--- config.mk ---
export PLATFORM = sky130hd
export DESIGN_NAME = two_electrode_touch_slider
export DESIGN_NICKNAME = d
export VERILOG_FILES = /design/src/sv/tes_pkg.sv /design/src/sv/two_electrode_touch_slider.sv
export VERILOG_INCLUDE_DIRS = /design/src /design/src/sv
export SDC_FILE = /design/constraint.sdc
export NUM_CORES = 1
export LEC_CHECK = 0
export BUFFER_PORTS_ARGS = -buffer_cell sky130_fd_sc_hd__buf_2
export CORE_AREA = 4 4 165 167
export CTS_CLUSTER_DIAMETER = 50
export CTS_CLUSTER_SIZE = 28
export DETAILED_ROUTE_END_ITERATION = 7
export DIE_AREA = 0 0 169 171
export GPL_ROUTABILITY_DRIVEN = 0
export PLACE_DENSITY = 0.73
export SLEW_MARGIN = 30
export SYNTH_ARGS = -nofsm -noshare
export SYNTH_HDL_FRONTEND = slang
export SYNTH_SLANG_ARGS = --single-unit
export TNS_END_PERCENT = 20
--- constraint.sdc ---
create_clock -name clk -period 8.2 [get_ports clk]
set_input_delay 1.64 -clock clk [delete_from_list [all_inputs] [get_ports clk]]
set_output_delay 1.64 -clock clk [all_outputs]
set_load 0.05 [all_outputs]
--- src/sv/two_electrode_touch_slider_macros.svh ---
// Assertion helpers for the touch slider. Both sample on the rising edge of clk
// and stay quiet while rst_n is low.
`ifndef TWO_ELECTRODE_TOUCH_SLIDER_MACROS_SVH
`define TWO_ELECTRODE_TOUCH_SLIDER_MACROS_SVH

// The consequent must hold in the same cycle as the antecedent.
`define TES_ASSERT_IMP(label, ante, cons, msg) \
  label: assert property (@(posedge clk) disable iff (!rst_n) (ante) |-> (cons)) else $error(msg);

// The consequent must hold in the cycle after the antecedent.
`define TES_ASSERT_NXT(label, ante, cons, msg) \
  label: assert property (@(posedge clk) disable iff (!rst_n) (ante) |=> (cons)) else $error(msg);

`endif

--- src/sv/tes_pkg.sv ---
package tes_pkg;

  // Sequencer states.
  typedef enum logic [1:0] {
    ST_IDLE,
    ST_EXEC,
    ST_DIV,
    ST_DONE
  } state_t;

  // Request commands.
  localparam logic [1:0] CMD_SCAN = 2'd0;
  localparam logic [1:0] CMD_BASE = 2'd1;
  localparam logic [1:0] CMD_READ = 2'd2;

  // Register indexes on the configuration port.
  localparam logic [1:0] REG_THR_FIRST = 2'd0;
  localparam logic [1:0] REG_THR_SECOND = 2'd1;
  localparam logic [1:0] REG_CH_FIRST = 2'd2;
  localparam logic [1:0] REG_CH_SECOND = 2'd3;

  // Field and datapath widths.
  localparam int COUNT_BITS_DEF = 16;
  localparam int FIELD_W = 16;
  localparam int DIFF_W = 16;
  localparam int DELTA_W = 15;
  localparam int THR_W = 16;
  localparam int CHAN_W = 4;
  localparam int POS_W = 7;
  localparam int QUO_W = 7;
  localparam int STEP_W = 3;
  localparam int NUM_W = 22;
  localparam int CFG_AW = 4;
  localparam int CFG_DW = 32;

  localparam logic [STEP_W-1:0] STEP_LAST = STEP_W'(QUO_W - 1);
  localparam logic [POS_W-1:0] POS_SCALE = 7'd100;

  // Register reset values.
  localparam logic [THR_W-1:0] THR_RESET = 16'd100;
  localparam logic [CHAN_W-1:0] CH_FIRST_RESET = 4'd9;
  localparam logic [CHAN_W-1:0] CH_SECOND_RESET = 4'd8;

  // Delta times 100 as a sum of three shifted copies.
  function automatic logic [NUM_W-1:0] scale_delta(logic [DELTA_W-1:0] d);
    logic [NUM_W-1:0] w;
    w = NUM_W'(d);
    return (w << 6) + (w << 5) + (w << 2);
  endfunction

  // Position (100 - a + b) / 2 from the two quotients.
  function automatic logic [POS_W-1:0] pos_calc(logic [QUO_W-1:0] a, logic [QUO_W-1:0] b);
    logic [POS_W:0] t;
    t = {1'b0, POS_SCALE} - {1'b0, a} + {1'b0, b};
    return t[POS_W:1];
  endfunction

endpackage

--- src/sv/two_electrode_touch_slider.sv ---
// Two-electrode capacitive slider. Scan requests (tuser cmd 0) subtract the
// stored baseline from the count of the electrode under the round-robin pointer,
// clamp negative results to zero and step the pointer; baseline requests (cmd 1)
// store a count for the electrode in tuser bit 2 and point the scan back at
// electrode 0; read requests (cmd 2) return the slider position 0..100 once per
// finished scan, or 0. Every request gives exactly one result carrying the
// channel to scan next. Scan, baseline, stale or untouched read requests pass
// through the EXEC and DONE states into the output register, and the block takes
// no new request until then; a touched read also runs through the DIV state,
// because one shared 23-bit subtractor runs a 7-step restoring division for each
// electrode's share of the total delta, one quotient bit per cycle. DONE waits
// while the output register holds an untaken result. The input side is ready
// again as soon as the result sits in the output register.
`include "two_electrode_touch_slider_macros.svh"

module two_electrode_touch_slider #(
  parameter int COUNT_BITS = tes_pkg::COUNT_BITS_DEF
) (
  input  logic                        clk,
  input  logic                        rst_n,
  input  logic                        in_tvalid,
  output logic                        in_tready,
  // [15:0] sense_count
  input  logic [tes_pkg::FIELD_W-1:0] in_tdata,
  // [1:0] cmd, [2] electrode_sel
  input  logic [2:0]                  in_tuser,
  output logic                        out_tvalid,
  input  logic                        out_tready,
  // [6:0] slider_position, [10:7] next_channel, [15:11] zero
  output logic [15:0]                 out_tdata,
  input  logic                        cfg_psel,
  input  logic                        cfg_penable,
  input  logic                        cfg_pwrite,
  input  logic [tes_pkg::CFG_AW-1:0]  cfg_paddr,
  input  logic [tes_pkg::CFG_DW-1:0]  cfg_pwdata,
  output logic [tes_pkg::CFG_DW-1:0]  cfg_prdata,
  output logic                        cfg_pready
);

  localparam int NUM_W = tes_pkg::NUM_W;
  localparam int DELTA_W = tes_pkg::DELTA_W;
  localparam int QUO_W = tes_pkg::QUO_W;
  localparam int POS_W = tes_pkg::POS_W;
  localparam int CHAN_W = tes_pkg::CHAN_W;
  localparam int THR_W = tes_pkg::THR_W;

  tes_pkg::state_t state_r, state_nxt;

  logic [1:0]                cmd_r, cmd_nxt;
  logic [COUNT_BITS-1:0]     count_r, count_nxt;
  logic                      sel_r, sel_nxt;
  logic [COUNT_BITS-1:0]     base_r [2];
  logic [COUNT_BITS-1:0]     base_nxt [2];
  logic [DELTA_W-1:0]        delta_r [2];
  logic [DELTA_W-1:0]        delta_nxt [2];
  logic                      ptr_r, ptr_nxt;
  logic                      fresh_r, fresh_nxt;
  logic [NUM_W-1:0]          num_r, num_nxt;
  logic [QUO_W-1:0]          q_r, q_nxt;
  logic [QUO_W-1:0]          a_r, a_nxt;
  logic [tes_pkg::STEP_W-1:0] step_r, step_nxt;
  logic                      div_sel_r, div_sel_nxt;
  logic [POS_W-1:0]          pos_r, pos_nxt;
  logic                      out_valid_r, out_valid_nxt;
  logic [POS_W-1:0]          out_pos_r, out_pos_nxt;
  logic [CHAN_W-1:0]         out_chan_r, out_chan_nxt;
  logic [THR_W-1:0]          thr0_r, thr1_r;
  logic [CHAN_W-1:0]         ch0_r, ch1_r;

  logic                      in_acc;
  logic                      out_free;
  logic                      touch;
  logic [DELTA_W:0]          sum_w;
  logic [NUM_W-1:0]          sub_a, sub_b;
  logic [NUM_W:0]            sub_res;
  logic                      borrow;
  logic [tes_pkg::DIFF_W-1:0] diff;
  logic [QUO_W-1:0]          q_cur;
  logic                      cfg_we;

  assign in_tready = (state_r == tes_pkg::ST_IDLE);
  assign in_acc = in_tvalid & in_tready;
  assign out_free = ~out_valid_r | out_tready;
  assign out_tvalid = out_valid_r;
  assign out_tdata = {5'd0, out_chan_r, out_pos_r};
  assign cfg_pready = 1'b1;
  assign cfg_we = cfg_psel & cfg_penable & cfg_pwrite;

  // Touch test and total delta, the divisor of both divisions.
  assign touch = ({1'b0, delta_r[0]} > thr0_r) | ({1'b0, delta_r[1]} > thr1_r);
  assign sum_w = {1'b0, delta_r[0]} + {1'b0, delta_r[1]};

  // Shared subtractor: division steps while dividing, baseline difference otherwise.
  always_comb begin
    if (state_r == tes_pkg::ST_DIV) begin
      sub_a = num_r;
      sub_b = NUM_W'(sum_w) << step_r;
    end else begin
      sub_a = NUM_W'(count_r);
      sub_b = NUM_W'(base_r[ptr_r]);
    end
    sub_res = {1'b0, sub_a} - {1'b0, sub_b};
  end

  assign borrow = sub_res[NUM_W];
  assign diff = sub_res[tes_pkg::DIFF_W-1:0];
  assign q_cur = borrow ? q_r : (q_r | (QUO_W'(1) << step_r));

  // Next state.
  always_comb begin
    state_nxt = state_r;
    case (state_r)
      tes_pkg::ST_IDLE: begin
        if (in_acc) state_nxt = tes_pkg::ST_EXEC;
      end
      tes_pkg::ST_EXEC: begin
        if (cmd_r == tes_pkg::CMD_READ && fresh_r && touch) state_nxt = tes_pkg::ST_DIV;
        else state_nxt = tes_pkg::ST_DONE;
      end
      tes_pkg::ST_DIV: begin
        if (step_r == '0 && div_sel_r) state_nxt = tes_pkg::ST_DONE;
      end
      tes_pkg::ST_DONE: begin
        if (out_free) state_nxt = tes_pkg::ST_IDLE;
      end
      default: state_nxt = tes_pkg::ST_IDLE;
    endcase
  end

  // Datapath and result register.
  always_comb begin
    cmd_nxt = cmd_r;
    count_nxt = count_r;
    sel_nxt = sel_r;
    base_nxt = base_r;
    delta_nxt = delta_r;
    ptr_nxt = ptr_r;
    fresh_nxt = fresh_r;
    num_nxt = num_r;
    q_nxt = q_r;
    a_nxt = a_r;
    step_nxt = step_r;
    div_sel_nxt = div_sel_r;
    pos_nxt = pos_r;
    out_valid_nxt = out_valid_r & ~out_tready;
    out_pos_nxt = out_pos_r;
    out_chan_nxt = out_chan_r;
    case (state_r)
      tes_pkg::ST_IDLE: begin
        if (in_acc) begin
          cmd_nxt = in_tuser[1:0];
          count_nxt = in_tdata[COUNT_BITS-1:0];
          sel_nxt = in_tuser[2];
        end
      end
      tes_pkg::ST_EXEC: begin
        pos_nxt = '0;
        case (cmd_r)
          tes_pkg::CMD_SCAN: begin
            // A difference with the sign bit set clamps to zero.
            delta_nxt[ptr_r] = diff[tes_pkg::DIFF_W-1] ? '0 : diff[DELTA_W-1:0];
            ptr_nxt = ~ptr_r;
            fresh_nxt = 1'b1;
          end
          tes_pkg::CMD_BASE: begin
            base_nxt[sel_r] = count_r;
            ptr_nxt = 1'b0;
          end
          tes_pkg::CMD_READ: begin
            if (fresh_r) begin
              fresh_nxt = 1'b0;
              num_nxt = tes_pkg::scale_delta(delta_r[0]);
              q_nxt = '0;
              step_nxt = tes_pkg::STEP_LAST;
              div_sel_nxt = 1'b0;
            end
          end
          default: begin
          end
        endcase
      end
      tes_pkg::ST_DIV: begin
        // One restoring step: keep the remainder when the shifted divisor fits.
        if (!borrow) num_nxt = sub_res[NUM_W-1:0];
        q_nxt = q_cur;
        step_nxt = step_r - 1'b1;
        if (step_r == '0) begin
          if (!div_sel_r) begin
            a_nxt = q_cur;
            num_nxt = tes_pkg::scale_delta(delta_r[1]);
            q_nxt = '0;
            step_nxt = tes_pkg::STEP_LAST;
            div_sel_nxt = 1'b1;
          end else begin
            pos_nxt = tes_pkg::pos_calc(a_r, q_cur);
          end
        end
      end
      tes_pkg::ST_DONE: begin
        if (out_free) begin
          out_valid_nxt = 1'b1;
          out_pos_nxt = pos_r;
          out_chan_nxt = ptr_r ? ch1_r : ch0_r;
        end
      end
      default: begin
      end
    endcase
  end

  // Register read-back.
  always_comb begin
    case (cfg_paddr[3:2])
      tes_pkg::REG_THR_FIRST:  cfg_prdata = 32'(thr0_r);
      tes_pkg::REG_THR_SECOND: cfg_prdata = 32'(thr1_r);
      tes_pkg::REG_CH_FIRST:   cfg_prdata = 32'(ch0_r);
      tes_pkg::REG_CH_SECOND:  cfg_prdata = 32'(ch1_r);
      default:                 cfg_prdata = '0;
    endcase
  end

  // Configuration registers.
  always_ff @(posedge clk) begin
    if (!rst_n) begin
      thr0_r <= tes_pkg::THR_RESET;
      thr1_r <= tes_pkg::THR_RESET;
      ch0_r <= tes_pkg::CH_FIRST_RESET;
      ch1_r <= tes_pkg::CH_SECOND_RESET;
    end else if (cfg_we) begin
      case (cfg_paddr[3:2])
        tes_pkg::REG_THR_FIRST:  thr0_r <= cfg_pwdata[THR_W-1:0];
        tes_pkg::REG_THR_SECOND: thr1_r <= cfg_pwdata[THR_W-1:0];
        tes_pkg::REG_CH_FIRST:   ch0_r <= cfg_pwdata[CHAN_W-1:0];
        tes_pkg::REG_CH_SECOND:  ch1_r <= cfg_pwdata[CHAN_W-1:0];
        default: begin
        end
      endcase
    end
  end

  // Control and state registers.
  always_ff @(posedge clk) begin
    if (!rst_n) begin
      state_r <= tes_pkg::ST_IDLE;
      base_r[0] <= '0;
      base_r[1] <= '0;
      delta_r[0] <= '0;
      delta_r[1] <= '0;
      ptr_r <= 1'b0;
      fresh_r <= 1'b1;
      out_valid_r <= 1'b0;
    end else begin
      state_r <= state_nxt;
      base_r <= base_nxt;
      delta_r <= delta_nxt;
      ptr_r <= ptr_nxt;
      fresh_r <= fresh_nxt;
      out_valid_r <= out_valid_nxt;
    end
  end

  // Payload registers.
  always_ff @(posedge clk) begin
    cmd_r <= cmd_nxt;
    count_r <= count_nxt;
    sel_r <= sel_nxt;
    num_r <= num_nxt;
    q_r <= q_nxt;
    a_r <= a_nxt;
    step_r <= step_nxt;
    div_sel_r <= div_sel_nxt;
    pos_r <= pos_nxt;
    out_pos_r <= out_pos_nxt;
    out_chan_r <= out_chan_nxt;
  end

  `TES_ASSERT_NXT(a_busy_after_accept, in_acc, !in_tready, "request accepted while busy")
  `TES_ASSERT_IMP(a_div_only_consumed, state_r == tes_pkg::ST_DIV, !fresh_r, "dividing with fresh mark set")
  `TES_ASSERT_IMP(a_pos_range, out_tvalid, out_tdata[6:0] <= 7'd100, "slider position above 100")
  `TES_ASSERT_NXT(a_scan_marks_fresh, state_r == tes_pkg::ST_EXEC && cmd_r == tes_pkg::CMD_SCAN, fresh_r, "scan did not mark fresh data")

endmodule
### Word-level counts from Yosys, hierarchy flattened

Cells that the tools add are included.

| storage, ports and cells | value |
|---|---|
| register bits after elaboration | 184 |
| input bits | 62 |
| output and inout bits | 51 |
| logic and storage cells | 142 |

| cells by class | value |
|---|---|
| add/sub/neg operators | 9 |
| order comparisons | 6 |
| equal/unequal tests | 15 |
| shift-type cells | 2 |
| muxes and demuxes | 47 |
| bitwise operators | 13 |
| reductions and logical operators | 27 |

Operator list:

| operator | number |
|---|---|
| 22-bit 2-to-1 mux | 7 |
| 32-bit case mux with 4 select lines | 1 |
| 16-bit 2-to-1 mux | 4 |
| 7-bit 2-to-1 mux | 7 |
| 21-bit by 20-bit adder with 22-bit output | 2 |
| 22-bit by 17-bit adder with 22-bit output | 2 |
| 22-bit case mux with 2 select lines | 1 |
| 32-bit bitwise mux | 1 |
| 15-bit by 16-bit greater-than comparator with 1-bit output | 2 |
| 30-bit bitwise mux | 1 |
| 15-bit 2-to-1 mux | 2 |
| 7-bit case mux with 2 select lines | 2 |
| 22-bit by 22-bit subtractor with 23-bit output | 1 |
| 16-bit by 3-bit left shift with 22-bit output | 1 |
| 2-bit AND reduction | 10 |
| 15-bit by 15-bit adder with 16-bit output | 1 |
| 16-bit demux with 1-bit select | 1 |
| 15-bit demux with 1-bit select | 1 |
| 3-bit 2-to-1 mux | 4 |
| 3-bit AND reduction | 4 |
| 2-bit == test, second input constant | 5 |
| 8-bit by 7-bit adder with 8-bit output | 1 |
| 2-bit != test, second input constant | 4 |
| 2-bit case mux with 4 select lines | 1 |
| other kinds (22) | 53 |

### Logic depth before layout (Yosys ltp)

Gate-level depths: netlist of run 1.

| depth | value |
|---|---|
| word-level depth | 11 |
| depth in mapped cells | 31 |
| mapped depth without buffers | 29 |

### Least setup slack after synthesis of run 1

No wires, ideal clock.

| path | value |
|---|---|
| kind | register -> register |
| from | reg delta_r[0] (netlist bit) |
| to | reg pos_r[6], data pin |
| library setup time | 266 ps |
| data arrival time | 5878 ps |
| data required time | 7934 ps |
| path slack | 2056 ps |
| cell stages (with the launch flop) | 32 |
| buffers on the path | 2 |
| period minus slack after synthesis | 6144 ps |
| cell sequence | dfxtp_1 -> ha_1 -> fa_1 -> a211oi_2 -> o21a_1 -> o31ai_4 -> a31o_2 -> nor3_2 -> a21oi_2 -> mux4_2 -> mux2_2 -> ha_1 -> clkbuf_1 -> a21oi_1 -> o21bai_1 -> nand2b_1 -> a21boi_0 -> a311o_1 -> buf_2 -> and2_1 -> a21o_1 -> ha_1 -> ha_1 -> inv_1 -> fa_1 -> nor2b_1 -> o21ai_0 -> nand2b_1 -> a21o_1 -> a21oi_1 -> xor2_1 -> nor2_1 |

| between the ends | value |
|---|---|
| longest elaborated chain between the ends | 9 |

Ends and longest elaborated chain:

| item | RTL line | text |
|---|---|---|
| start, declared | two_electrode_touch_slider.sv:54 | `logic [DELTA_W-1:0] delta_r [2];` |
| start signal, assigned | two_electrode_touch_slider.sv:255 | `delta_r <= delta_nxt;` |
| 15-bit by 15-bit adder with 16-bit output | two_electrode_touch_slider.sv:91 | `assign sum_w = {1'b0, delta_r[0]} + {1'b0, delta_r[1]};` |
| 16-bit by 3-bit left shift with 22-bit output | two_electrode_touch_slider.sv:97 | `sub_b = NUM_W'(sum_w) << step_r;` |
| 22-bit 2-to-1 mux | two_electrode_touch_slider.sv:95 | `if (state_r == tes_pkg::ST_DIV) begin` |
| 22-bit by 22-bit subtractor with 23-bit output | two_electrode_touch_slider.sv:102 | `sub_res = {1'b0, sub_a} - {1'b0, sub_b};` |
| 7-bit 2-to-1 mux | two_electrode_touch_slider.sv:107 | `assign q_cur = borrow ? q_r : (q_r \| (QUO_W'(1) << step_r));` |
| net q_cur[1] | two_electrode_touch_slider.sv:78 | `logic [QUO_W-1:0] q_cur;` |
| 8-bit by 7-bit adder with 8-bit output | tes_pkg.sv:54 | `t = {1'b0, POS_SCALE} - {1'b0, a} + {1'b0, b};` |
| 7-bit 2-to-1 mux | two_electrode_touch_slider.sv:188 | `if (!div_sel_r) begin` |
| 7-bit 2-to-1 mux | two_electrode_touch_slider.sv:187 | `if (step_r == '0) begin` |
| 7-bit case mux with 2 select lines | two_electrode_touch_slider.sv:148 | `case (state_r)` |
| end signal, assigned | two_electrode_touch_slider.sv:272 | `pos_r <= pos_nxt;` |
| end, declared | two_electrode_touch_slider.sv:63 | `logic [POS_W-1:0] pos_r, pos_nxt;` |

The timed path passes the listed nets, and every way through them passes these cells. The select of a mux whose other input is x is not followed.
A chain may end at the register's enable or synchronous reset.

### Worst setup path in the final report of run 1

| path | value |
|---|---|
| from | reg step_r[0] (netlist bit) |
| to | reg pos_r[6], data pin |

| between the ends | value |
|---|---|
| longest elaborated chain between the ends | 8 |
| elaborated cells between the ends (all ways) | 10 |
| those cells by class | 2 x add/sub; 2 x shift; 5 x mux; 1 x bitwise |

Ends and longest elaborated chain:

| item | RTL line | text |
|---|---|---|
| start, declared | two_electrode_touch_slider.sv:61 | `logic [tes_pkg::STEP_W-1:0] step_r, step_nxt;` |
| start signal, assigned | two_electrode_touch_slider.sv:270 | `step_r <= step_nxt;` |
| 16-bit by 3-bit left shift with 22-bit output | two_electrode_touch_slider.sv:97 |  |
| 22-bit 2-to-1 mux | two_electrode_touch_slider.sv:95 |  |
| 22-bit by 22-bit subtractor with 23-bit output | two_electrode_touch_slider.sv:102 |  |
| 7-bit 2-to-1 mux * | two_electrode_touch_slider.sv:107 |  |
| net q_cur[1] | two_electrode_touch_slider.sv:78 |  |
| 8-bit by 7-bit adder with 8-bit output * | tes_pkg.sv:54 |  |
| 7-bit 2-to-1 mux * | two_electrode_touch_slider.sv:188 |  |
| 7-bit 2-to-1 mux * | two_electrode_touch_slider.sv:187 |  |
| 7-bit case mux with 2 select lines * | two_electrode_touch_slider.sv:148 |  |

The timed path passes the listed nets; every way through them passes the cells marked *. The select of a mux whose other input is x is not followed.

==> results of run 1 <==
## state kept, by name (all words and copies together) (netlist names), 16 cells and up
| signal | flops |
|---|---|
| base_r | 32 |
| count_r | 16 |
| thr0_r | 16 |
| thr1_r | 16 |
| num_r | 22 |
| delta_r | 30 |
## cells by family after synthesis
group / share of synthesized area
AOI/OAI and AO/OA: 0.200
xor gates and xnor gates: 0.0321
adders and majority gates: 0.152
buffers and inverters: 0.0564
DFF: 0.320
muxes: 0.0736
other: 0.000539
and+or+nand+nor: 0.166
## placed cells by master (no fill, tap or decap), types with 5 or more instances in the layout
master / instances
a21boi_0: 75
dfxtp_1: 107
mux2i_1: 53
o21ai_0: 74
nor2_1: 102
inv_1: 69
a21o_1: 39
nand4_1: 12
nand2_1: 240
inv_8: 5
fa_1: 27
o22ai_1: 10
edfxtp_1: 77
buf_4: 13
nor2b_1: 25
mux4_2: 7
xnor2_1: 26
a31oi_1: 16
conb_1: 22
o211ai_1: 14
buf_2: 72
nand3b_1: 5
and2_1: 38
mux2_2: 30
nor3b_1: 6
nand3_1: 19
nand2b_1: 15
o21a_1: 19
nor3_1: 14
a21oi_1: 83
clkbuf_16: 18
ha_1: 125
xor2_1: 25
a211oi_1: 15
## per-stage QoR
step / hold slack [ns] / area, um^2 / util / total power [uW]
after floorplan: 0.400 / 14000 / - / 3090
after global placement: 0.404 / 14400 / 0.558 / 3630
after detailed placement: 0.406 / 14400 / 0.558 / 3670
after CTS: 0.422 / 15000 / 0.582 / 4540
after global routing: 0.428 / 15000 / 0.582 / 4840
final: 0.426 / 15000 / 0.582 / 4580
## worst max-delay path, delay by kind of cell, from the launching register on
kind | cells | cell delay [ns]
and+or+nand+nor | 5 | 0.72
xor gates and xnor gates | 1 | 0.14
adders and majority gates | 4 | 1.21
DFF | 1 | 0.97
buffers and inverters | 2 | 0.89
AOI/OAI and AO/OA | 11 | 2.24
muxes | 1 | 0.30
## metal layers
| metal | wire length (um) | up-vias |
|---|---|---|
| li1 | - | 5571 |
| met1 | 15600 | 5396 |
| met2 | 16800 | 392 |
| met3 | 2450 | 58 |
| met4 | 686 | 0 |
| met5 | 0 | - |
## power by group
group	switching (uW)	leakage (uW)	internal [uW]
Clock	410	0.000291	453
Sequential	153	0.00159	1200
Combinational	1490	0.00448	871
Total	2050	0.00636	2530
## worst max path at each step
| stage | startpoint | end | slack (ns) | cells after the start |
|---|---|---|---|---|
| finish | step_r[0]$_SDFFCE_PN0P_ | pos_r[6]$_SDFFCE_PN0P_ | 1.45 | 24 |
| global route | step_r[0]$_SDFFCE_PN0P_ | pos_r[5]$_SDFFCE_PN0P_ | 1.03 | 22 |
| CTS | delta_r[0]$_SDFFE_PN0P_ | pos_r[6]$_SDFFCE_PN0P_ | 1.51 | 29 |
| detailed placement | delta_r[0]$_SDFFE_PN0P_ | pos_r[6]$_SDFFCE_PN0P_ | 1.53 | 29 |
| global placement | step_r[0]$_SDFFCE_PN0P_ | pos_r[5]$_SDFFCE_PN0P_ | 1.60 | 22 |
| floorplan | delta_r[0]$_SDFFE_PN0P_ | pos_r[6]$_SDFFCE_PN0P_ | 2.06 | 31 |
## cell type report
| class | instances | area [um^2] | area share |
|---|---|---|---|
| Sequential cell | 184 | 4450 | 0.297 |
| Clock inverter | 13 | 153 | 0.0102 |
| Tap cell | 335 | 419 | 0.0280 |
| Clock buffer | 19 | 454 | 0.0303 |
| Timing Repair Buffer | 85 | 458 | 0.0306 |
| Inverter | 71 | 267 | 0.0178 |
| Multi-Input combinational cell | 1234 | 8780 | 0.586 |
==> results by group, run 1 <==
Global routing
  • Pin count of the biggest net entering global routing: roughly 110
  • Vias in the first global route: 10900
  • GR Layer Usage met3: 0.0386
  • First-pass GRT wire length: 56400 um
  • Gr busiest metal: met2
  • Met2 Use GR: 0.413
  • Initial antenna violation count: 0
  • Total grt overflow: 0
  • All-Layer GR Usage: 0.241
  • Grt met1 use: 0.323

CTS
  • Hold buffers post-CTS: 0
  • CTS tree: done
  • CTS Buf Count: 17
  • Clock Tree Buf Depth: 2
  • CTS sink count: approximately 180
  • CTS resizes: 0
  • H-tree levels: 4
  • Reg clk slew, reported paths: about 0.080 ns
  • Setup bufs post-CTS: 0
  • Clock Latency Late Sink: ~0.45 ns
  • Root Driver: clkbuf_16

STA
  • Setup Viol. Count Final: 0
  • Worst-Margin Slew: around 1.1 ns
  • Final worst path period need: roughly 6.8 ns
  • RSZ-0062 raised after global routing: no
  • Setup_tns: 0 ns
  • Final period utilization: 0.824
  • Final setup margin: about 1.4 ns
  • Final Skew: roughly 0.012 ns
  • Slew headroom: 0.290
  • Final hold violation count: 0
  • Peak Freq: roughly 150 MHz
  • Max-slew violations: 0

Synth
  • Synth area leaders: edfxtp_1 17%, dfxtp_1 15%, ha_1 11%
  • Cells after synthesis: 1559
  • Leading area contributor after synthesis: edfxtp_1
  • Yosys warns: 0
  • Yosys top cell area share: 0.166
  • Post-synth EDFFs: between 70 and 80
  • Synth Flop Type: dfxtp_1
  • Synth cell count leaders: 240 x nand2_1, 126 x ha_1, 107 x dfxtp_1, 103 x nor2_1, 83 x a21oi_1
  • Most numerous cell in the Yosys netlist: nand2_1
  • Mapped cell area: approximately 14000 um^2
  • #FFs+latches synth: approximately 180
  • Sequential area share after synthesis: 0.320
  • Distinct cells, synth: 88
  • Ys async rst share: 0
  • Avg Inst Size Synth: 8.94 um^2

Routing
  • Vias per cell: between 5 and 6
  • Final ANT Viol Nets: 0
  • Vias post-DR: ~11000
  • Residual DRC: 0
  • Iter 0 DRT Violations: 944
  • Final WL: roughly 36000 um
  • Wirelength per Cell: 18.3 um
  • Drt first pass iters: 6

Critical path
  • FF-to-FF End: pos_r[6]$_SDFFCE_PN0P_
  • CP Class: flip-flop to flip-flop
  • Crit. End Element: flip-flop
  • Worst reg-to-reg path cell count: 24
  • Worst reg2reg startpoint: step_r[0]$_SDFFCE_PN0P_
  • Worst-path maximum fanout: 23
  • Required time worst endpoint: about 8.4 ns
  • Slowest-stage cell, CP: edfxtp_1
  • Crit-path cells: clkinv_1 -> o211ai_1 -> o211ai_1 -> mux2_2 -> a221o_1 -> ha_1 -> a21oi_1 -> a21oi_1 -> nor2b_1 -> a21oi_2 -> a311o_1 -> and2_1 -> a21o_1 -> ha_1 -> ha_1 -> inv_1 -> fa_1 -> nor2b_1 -> o21ai_0 -> nand2b_1 -> a21o_1 -> a21oi_1 -> xor2_1 -> nor2_1
  • CP Launch Type: flip-flop
  • Reg2reg setup slack: ~1.4 ns
  • Delay of the slowest critical-path stage: between 0.9 and 1 ns
  • Crit path arrival time: between 6 and 7 ns

Worst hold path
  • Hold Path Origin: pos_r[3]$_SDFFCE_PN0P_
  • Hold path depth: 0
  • Worst min path class: flip-flop to flip-flop
  • Hold EP: out_pos_r[3]$_DFFE_PP_

Flow run
  • Max Cap Viol: 0

Layout
  • Layout cells sized above 1: 0.114
  • Layout area overhead: 7.57%
  • # diodes: 0
  • Fillers: around 2200
  • # nets final: between 1500 and 2000
  • Final cell count without fillers: slightly below 2000

Pwr
  • P_leak: 0.00636 uW
  • Pwr Density: roughly 310 nW/um^2
  • Maximum vdd ir drop: between 0.2 and 0.25 mV

Die
  • I/O pin count: around 110
  • Core Region: ~26000 um^2
  • Die width: 169 um
  • Initial Util: 0.541
  • Core Rows: about 60
  • Die Ht: 171 um
  • Die Area: about 29000 um^2

Placement
  • Placed cells: 1909
  • Port Buf Inserts: 72
  • Dpl ws: 1.53 ns
  • HPWL after DPL: about 27000 um

Run status
  • Status: finished, final reports clean
No activity file was read; power rests on OpenSTA's default activity.
==> inputs of run 2 (changes only) <==
Settings changed: PLACE_DENSITY 0.73 to 0.76.
Clock period 8.2 ns to 5.7 ns, I/O delays scaled along.
==> results by group, run 2 (same netlist as run 1, synthesis figures left out) <==
CTS
  • Reg clk slew, reported paths: 0.08 ns (about the same)
  • Clock Latency Late Sink: 0.44 ns (was 0.45 ns)
  • Clock Tree Buf Depth: 2 (unchanged)
  • CTS sink count: 184 (unchanged)
  • CTS tree: done (unchanged)
  • Root Driver: clkbuf_16 (unchanged)
  • H-tree levels: 4 (unchanged)
  • CTS Buf Count: 17 (unchanged)
  • Hold buffers post-CTS: 0 (unchanged)

Layout
  • # nets final: 1938 (was 1808)
  • Commonest non-fill, non-tap cell in the layout: nand2_1 (unchanged)
  • Layout cells sized above 1: 0.203 (was 0.114)
  • Largest Register: base_r (unchanged)
  • Core Util, Final: 0.631 (was 0.582)
  • Regs by FF count: base_r (32), delta_r (30), num_r (22) (unchanged)
  • Max reg flops: 32 (unchanged)
  • # diodes: 0 (unchanged)
  • Commonest cells after routing, fill and taps aside: 239 x nand2_1, 136 x buf_4, 116 x ha_1 (was 240 x nand2_1, 125 x ha_1, 107 x dfxtp_1)
  • Layout area overhead: 16.6% (was 7.57%)

Routing
  • Vias post-DR: 12100 (was 11400)
  • Drt first pass iters: 5 (was 6)
  • Final ANT Viol Nets: 0 (unchanged)
  • Vias per cell: 5.85 (was 5.88)
  • Final WL: 37600 um (was 35500 um)
  • Residual DRC: 0 (unchanged)
  • Iter 0 DRT Violations: 940 (was 944)
  • Wirelength per Cell: 18.2 um (was 18.3 um)

STA
  • Max-slew violations: 0 (unchanged)
  • Final setup margin: -0.221 ns (was 1.45 ns)
  • Peak Freq: 169 MHz (was 148 MHz)
  • Final period utilization: 1.04 (was 0.824)
  • Final Skew: 0.0128 ns (was 0.0119 ns)
  • Final hold violation count: 0 (unchanged)
  • Setup Viol. Count Final: 6 (was 0)
  • Final worst path period need: 5.92 ns (was 6.75 ns)
  • Worst-Margin Slew: 0.918 ns (was 1.06 ns)
  • RSZ-0062 raised after global routing: yes (was no)
  • Slew headroom: 0.388 (was 0.290)

Critical path
  • CP delay by family, top: buffers and inverters (was compound AO/OA/AOI/OAI gates)
  • Delay of the slowest critical-path stage: 0.46 ns (was 0.97 ns)
  • Crit path arrival time: 6.12 ns (was 6.94 ns)
  • Crit. End Element: flip-flop (unchanged)
  • Most used cell, CP: buf_4
  • CP Class: flip-flop to flip-flop (unchanged)
  • CP startpoint: delta_r[15]$_SDFFE_PN0P_ (was step_r[0]$_SDFFCE_PN0P_)
  • Slowest-stage cell, CP: mux4_2 (was edfxtp_1)
  • Worst reg2reg startpoint: delta_r[15]$_SDFFE_PN0P_ (was step_r[0]$_SDFFCE_PN0P_)
  • Worst-path maximum fanout: 3 (was 23)
  • Buffers and inverters on the worst path: 15 (was 2)
  • CP Launch Type: flip-flop (unchanged)
  • Required time worst endpoint: 5.89 ns (was 8.39 ns)

Pwr
  • Maximum vdd ir drop: 0.431 mV (was 0.228 mV)
  • P_leak: 0.00704 uW (was 0.00636 uW)
  • PnR Total Power: 7360 uW (was 4580 uW)
  • Pwr Density: 453 nW/um^2 (was 305 nW/um^2)

Worst hold path
  • Worst min path class: flip-flop to flip-flop (unchanged)
  • Hold Path Origin: pos_r[2]$_SDFFCE_PN0P_ (was pos_r[3]$_SDFFCE_PN0P_)

Die
  • I/O pin count: 113 (unchanged)
  • Die Ht: 171 um (unchanged)
  • Core Region: 25800 um^2 (unchanged)
  • Core Rows: 59 (unchanged)
  • Die width: 169 um (unchanged)
  • Die Area: 28900 um^2 (unchanged)
  • Initial Util: 0.541 (unchanged)

Global routing
  • All-Layer GR Usage: 0.256 (was 0.241)
  • Initial antenna violation count: 0 (unchanged)
  • First-pass GRT wire length: 59900 um (was 56400 um)
  • Pin count of the biggest net entering global routing: 108 (unchanged)
  • Vias in the first global route: 11800 (was 10900)
  • Total grt overflow: 0 (unchanged)

Flow run
  • Max Cap Viol: 0 (unchanged)

Run status
  • Failing checks: setup timing
  • Status: finished with violations (was finished, final reports clean)

Placement
  • HPWL after DPL: 28100 um (was 26600 um)
  • Port Buf Inserts: 72 (unchanged)
-- run 2: cell count changes in the layout (fill, tap and decap cells not counted), moves of 3 or more --
| cell | change |
|---|---|
| o21ai_1 | +3 |
| dfxtp_1 | -4 |
| o21ai_0 | -3 |
| buf_6 | +7 |
| ha_1 | -9 |
| nor3_1 | -3 |
| a21oi_2 | +6 |
| dfxtp_2 | +3 |
| a21oi_1 | -7 |
| ha_4 | +9 |
| buf_4 | +123 |
-- run 2: per-stage QoR --
step | std cells | TNS, ns | instance area [um^2] | hold WS (ns) | worst slack, ns
finish | 2071 | -0.877 | 16300 | 0.441 | -0.221
detailed placement | 2012 | -0.602 | 15200 | 0.435 | -0.268
floorplan | 1579 | -0.297 | 14100 | 0.400 | -0.168
global placement | 2012 | -0.214 | 15200 | 0.406 | -0.133
CTS | 2063 | -0.384 | 16000 | 0.445 | -0.123
global route | 2071 | -2.01 | 16300 | 0.437 | -0.380
-- run 2: layer usage --
metal / track usage / share of wire
met4: 0.0921 / 0.035
met2: 0.432 / 0.47
met1: 0.333 / 0.42
met3: 0.0416 / 0.072
met5: 0 / 0
-- run 2: final timing paths --
kind	to	slack [ns]	cells after the start
max reg2reg	num_r[18]$_DFFE_PP_	-0.22	32
min	out_pos_r[2]$_DFFE_PP_	0.44	0
min reg2reg	out_pos_r[2]$_DFFE_PP_	0.44	0
max	num_r[18]$_DFFE_PP_	-0.22	32
-- run 2: worst register-to-register path, delay by kind of cell (launching register included) --
kind / cells / cell delay [ns]
mux: 2 / 0.76
flops: 1 / 0.36
buf+inv: 15 / 1.85
fa+ha+maj: 3 / 0.75
compound gates: 10 / 1.67
xor+xnor: 1 / 0.20
simple gates: 1 / 0.11
-- run 2: report_power, final --
| part | leakage (uW) | switching, uW | internal, uW |
|---|---|---|---|
| clock | 0.000306 | 601 | 658 |
| sequential | 0.00159 | 166 | 1730 |
| combinational | 0.00515 | 2420 | 1780 |
| total | 0.00704 | 3190 | 4170 |
-- run 2: repair_timing --
action | CTS | global route
gates resized for setup | 9 | 28
buffers inserted | 19 | 8
pin swaps | 14 | 23
setup endpoints to repair | 3 | 7
-- run 2: final cells by class --
cell class,count,area [um^2]
Timing Repair Buffer,215,1460
Clock inverter,14,169
Tap cell,335,419
Sequential cell,184,4460
Inverter,71,267
Multi-Input combinational cell,1234,9020
Clock buffer,18,450
Fill cell,2125,9510
==> inputs of run 3 (changes only) <==
Settings changed: CAP_MARGIN set to 20, RECOVER_POWER set to 25.
==> results by group, run 3 (same netlist as run 1, synthesis figures left out) <==
Die
  • Die Area: 28900 um^2 (unchanged)
  • Core Region: 25800 um^2 (unchanged)
  • Die Ht: 171 um (unchanged)
  • I/O pin count: 113 (unchanged)
  • Initial Util: 0.541 (unchanged)
  • Core Rows: 59 (unchanged)
  • Die width: 169 um (unchanged)

Layout
  • Commonest cells after routing, fill and taps aside: 239 x nand2_1, 134 x buf_4, 116 x ha_1 (was 239 x nand2_1, 136 x buf_4, 116 x ha_1)
  • Fin area: 16200 um^2 (was 16300 um^2)
  • Regs by FF count: base_r (32), delta_r (30), num_r (22) (unchanged)
  • Layout cells sized above 1: 0.202 (was 0.203)
  • Layout area overhead: 16.6% (about the same)
  • Fillers: 2126 (was 2125)
  • Max reg flops: 32 (unchanged)
  • # nets final: 1938 (unchanged)
  • Largest Register: base_r (unchanged)
  • Commonest non-fill, non-tap cell in the layout: nand2_1 (unchanged)
  • # diodes: 0 (unchanged)

CTS
  • Hold buffers post-CTS: 0 (unchanged)
  • CTS sink count: 184 (unchanged)
  • CTS Buf Count: 17 (unchanged)
  • Reg clk slew, reported paths: 0.08 ns (about the same)
  • Root Driver: clkbuf_16 (unchanged)
  • Clock Tree Buf Depth: 2 (unchanged)
  • H-tree levels: 4 (unchanged)
  • Clock Latency Late Sink: 0.44 ns (about the same)
  • CTS tree: done (unchanged)

Global routing
  • Pin count of the biggest net entering global routing: 108 (unchanged)
  • First-pass GRT wire length: 59900 um (unchanged)
  • All-Layer GR Usage: 0.256 (unchanged)
  • Total grt overflow: 0 (unchanged)
  • Initial antenna violation count: 0 (unchanged)
  • Vias in the first global route: 11800 (unchanged)

STA
  • Final worst path period need: 5.92 ns (about the same)
  • WHS: 0.441 ns (about the same)
  • Slew headroom: 0.327 (was 0.388)
  • Max-slew violations: 0 (unchanged)
  • Final setup margin: -0.221 ns (about the same)
  • Setup Viol. Count Final: 6 (unchanged)
  • Peak Freq: 169 MHz (about the same)
  • Final period utilization: 1.04 (about the same)
  • Worst-Margin Slew: 1.01 ns (was 0.918 ns)
  • Setup_tns: -0.870 ns (was -0.877 ns)
  • Final hold violation count: 0 (unchanged)
  • RSZ-0062 raised after global routing: yes (unchanged)
  • Final Skew: 0.0128 ns (about the same)

Critical path
  • CP Class: flip-flop to flip-flop (unchanged)
  • Reg2reg setup slack: -0.22 ns (about the same)
  • Delay of the slowest critical-path stage: 0.46 ns (about the same)
  • FF-to-FF End: num_r[18]$_DFFE_PP_ (unchanged)
  • Buffers and inverters on the worst path: 15 (unchanged)
  • Crit. End Element: flip-flop (unchanged)
  • Slowest-stage cell, CP: mux4_2 (unchanged)
  • Worst reg2reg startpoint: delta_r[15]$_SDFFE_PN0P_ (unchanged)
  • Crit path arrival time: 6.12 ns (about the same)
  • CP Launch Type: flip-flop (unchanged)
  • CP delay by family, top: buffers and inverters (unchanged)
  • CP startpoint: delta_r[15]$_SDFFE_PN0P_ (unchanged)
  • Required time worst endpoint: 5.90 ns (was 5.89 ns)
  • Worst-path maximum fanout: 3 (unchanged)
  • Worst reg-to-reg path cell count: 32 (unchanged)
  • Most used cell, CP: buf_4 (unchanged)
  • Worst path depth: 32 (unchanged)
  • CP endpoint: num_r[18]$_DFFE_PP_ (unchanged)

Run status
  • Failing checks: setup timing (unchanged)
  • Status: finished with violations (unchanged)

Placement
  • Placed Area: 15200 um^2 (unchanged)
  • Port Buf Inserts: 72 (unchanged)
  • Dpl ws: -0.268 ns (unchanged)
  • HPWL after DPL: 28100 um (unchanged)

Routing
  • Residual DRC: 0 (unchanged)
  • Iter 0 DRT Violations: 940 (unchanged)
  • Wirelength per Cell: 18.2 um (about the same)
  • Final WL: 37600 um (about the same)
  • Vias post-DR: 12100 (about the same)
  • Drt first pass iters: 5 (unchanged)
  • Vias per cell: 5.86 (was 5.85)
  • Final ANT Viol Nets: 0 (unchanged)

Flow run
  • Max Cap Viol: 0 (unchanged)

Pwr
  • P_leak: 0.00703 uW (was 0.00704 uW)
  • PnR Total Power: 7350 uW (was 7360 uW)
  • Maximum vdd ir drop: 0.431 mV (about the same)
  • Pwr Density: 453 nW/um^2 (about the same)

Worst hold path
  • Worst min path class: flip-flop to flip-flop (unchanged)
[run 3: repair_timing]
action	CTS	global route
resized for setup	9	28
pin swaps	14	23
setup buffers	19	8
setup endpoints to repair	3	7
[run 3: worst min path at each step]
stage                                start                     end  slack [ns]  depth (start not counted)
floorplan           pos_r[0]$_SDFFCE_PN0P_  out_pos_r[0]$_DFFE_PP_        0.40                          0
global placement    pos_r[3]$_SDFFCE_PN0P_  out_pos_r[3]$_DFFE_PP_        0.41                          0
detailed placement  pos_r[2]$_SDFFCE_PN0P_  out_pos_r[2]$_DFFE_PP_        0.43                          0
CTS                 pos_r[2]$_SDFFCE_PN0P_  out_pos_r[2]$_DFFE_PP_        0.44                          0
global route        pos_r[2]$_SDFFCE_PN0P_  out_pos_r[2]$_DFFE_PP_        0.44                          0
finish              pos_r[2]$_SDFFCE_PN0P_  out_pos_r[2]$_DFFE_PP_        0.44                          0
[run 3: where the power goes]
part | total, uW | leakage (uW) | switching [uW] | internal, uW
combinational | 4200 | 0.00514 | 2420 | 1780
clock | 1260 | 0.000306 | 602 | 658
sequential | 1900 | 0.00159 | 165 | 1730
total | 7350 | 0.00703 | 3190 | 4170
[run 3: stage by stage]
step | utilization | instances
2_1_floorplan | - | 1579
3_3_place_gp | 0.590 | 2012
3_5_place_dp | 0.591 | 2012
4_1_cts | 0.622 | 2063
5_1_grt | 0.631 | 2071
6_report | 0.631 | 2071
[run 3: metal layers]
metal  track usage  routed length, um
met5             0                  0
met4        0.0921               1330
met3        0.0416               2750
met2         0.432              17800
met1         0.333              15800
[run 3: cell type report]
type	count	area, um^2	area share
multi-input cells	1234	9020	0.556
repair buffers	215	1450	0.0894
clock buffers	18	450	0.0277
inverters	71	267	0.0164
flip-flops and latches	184	4460	0.275
well taps	335	419	0.0258
clock inverters	14	169	0.0104
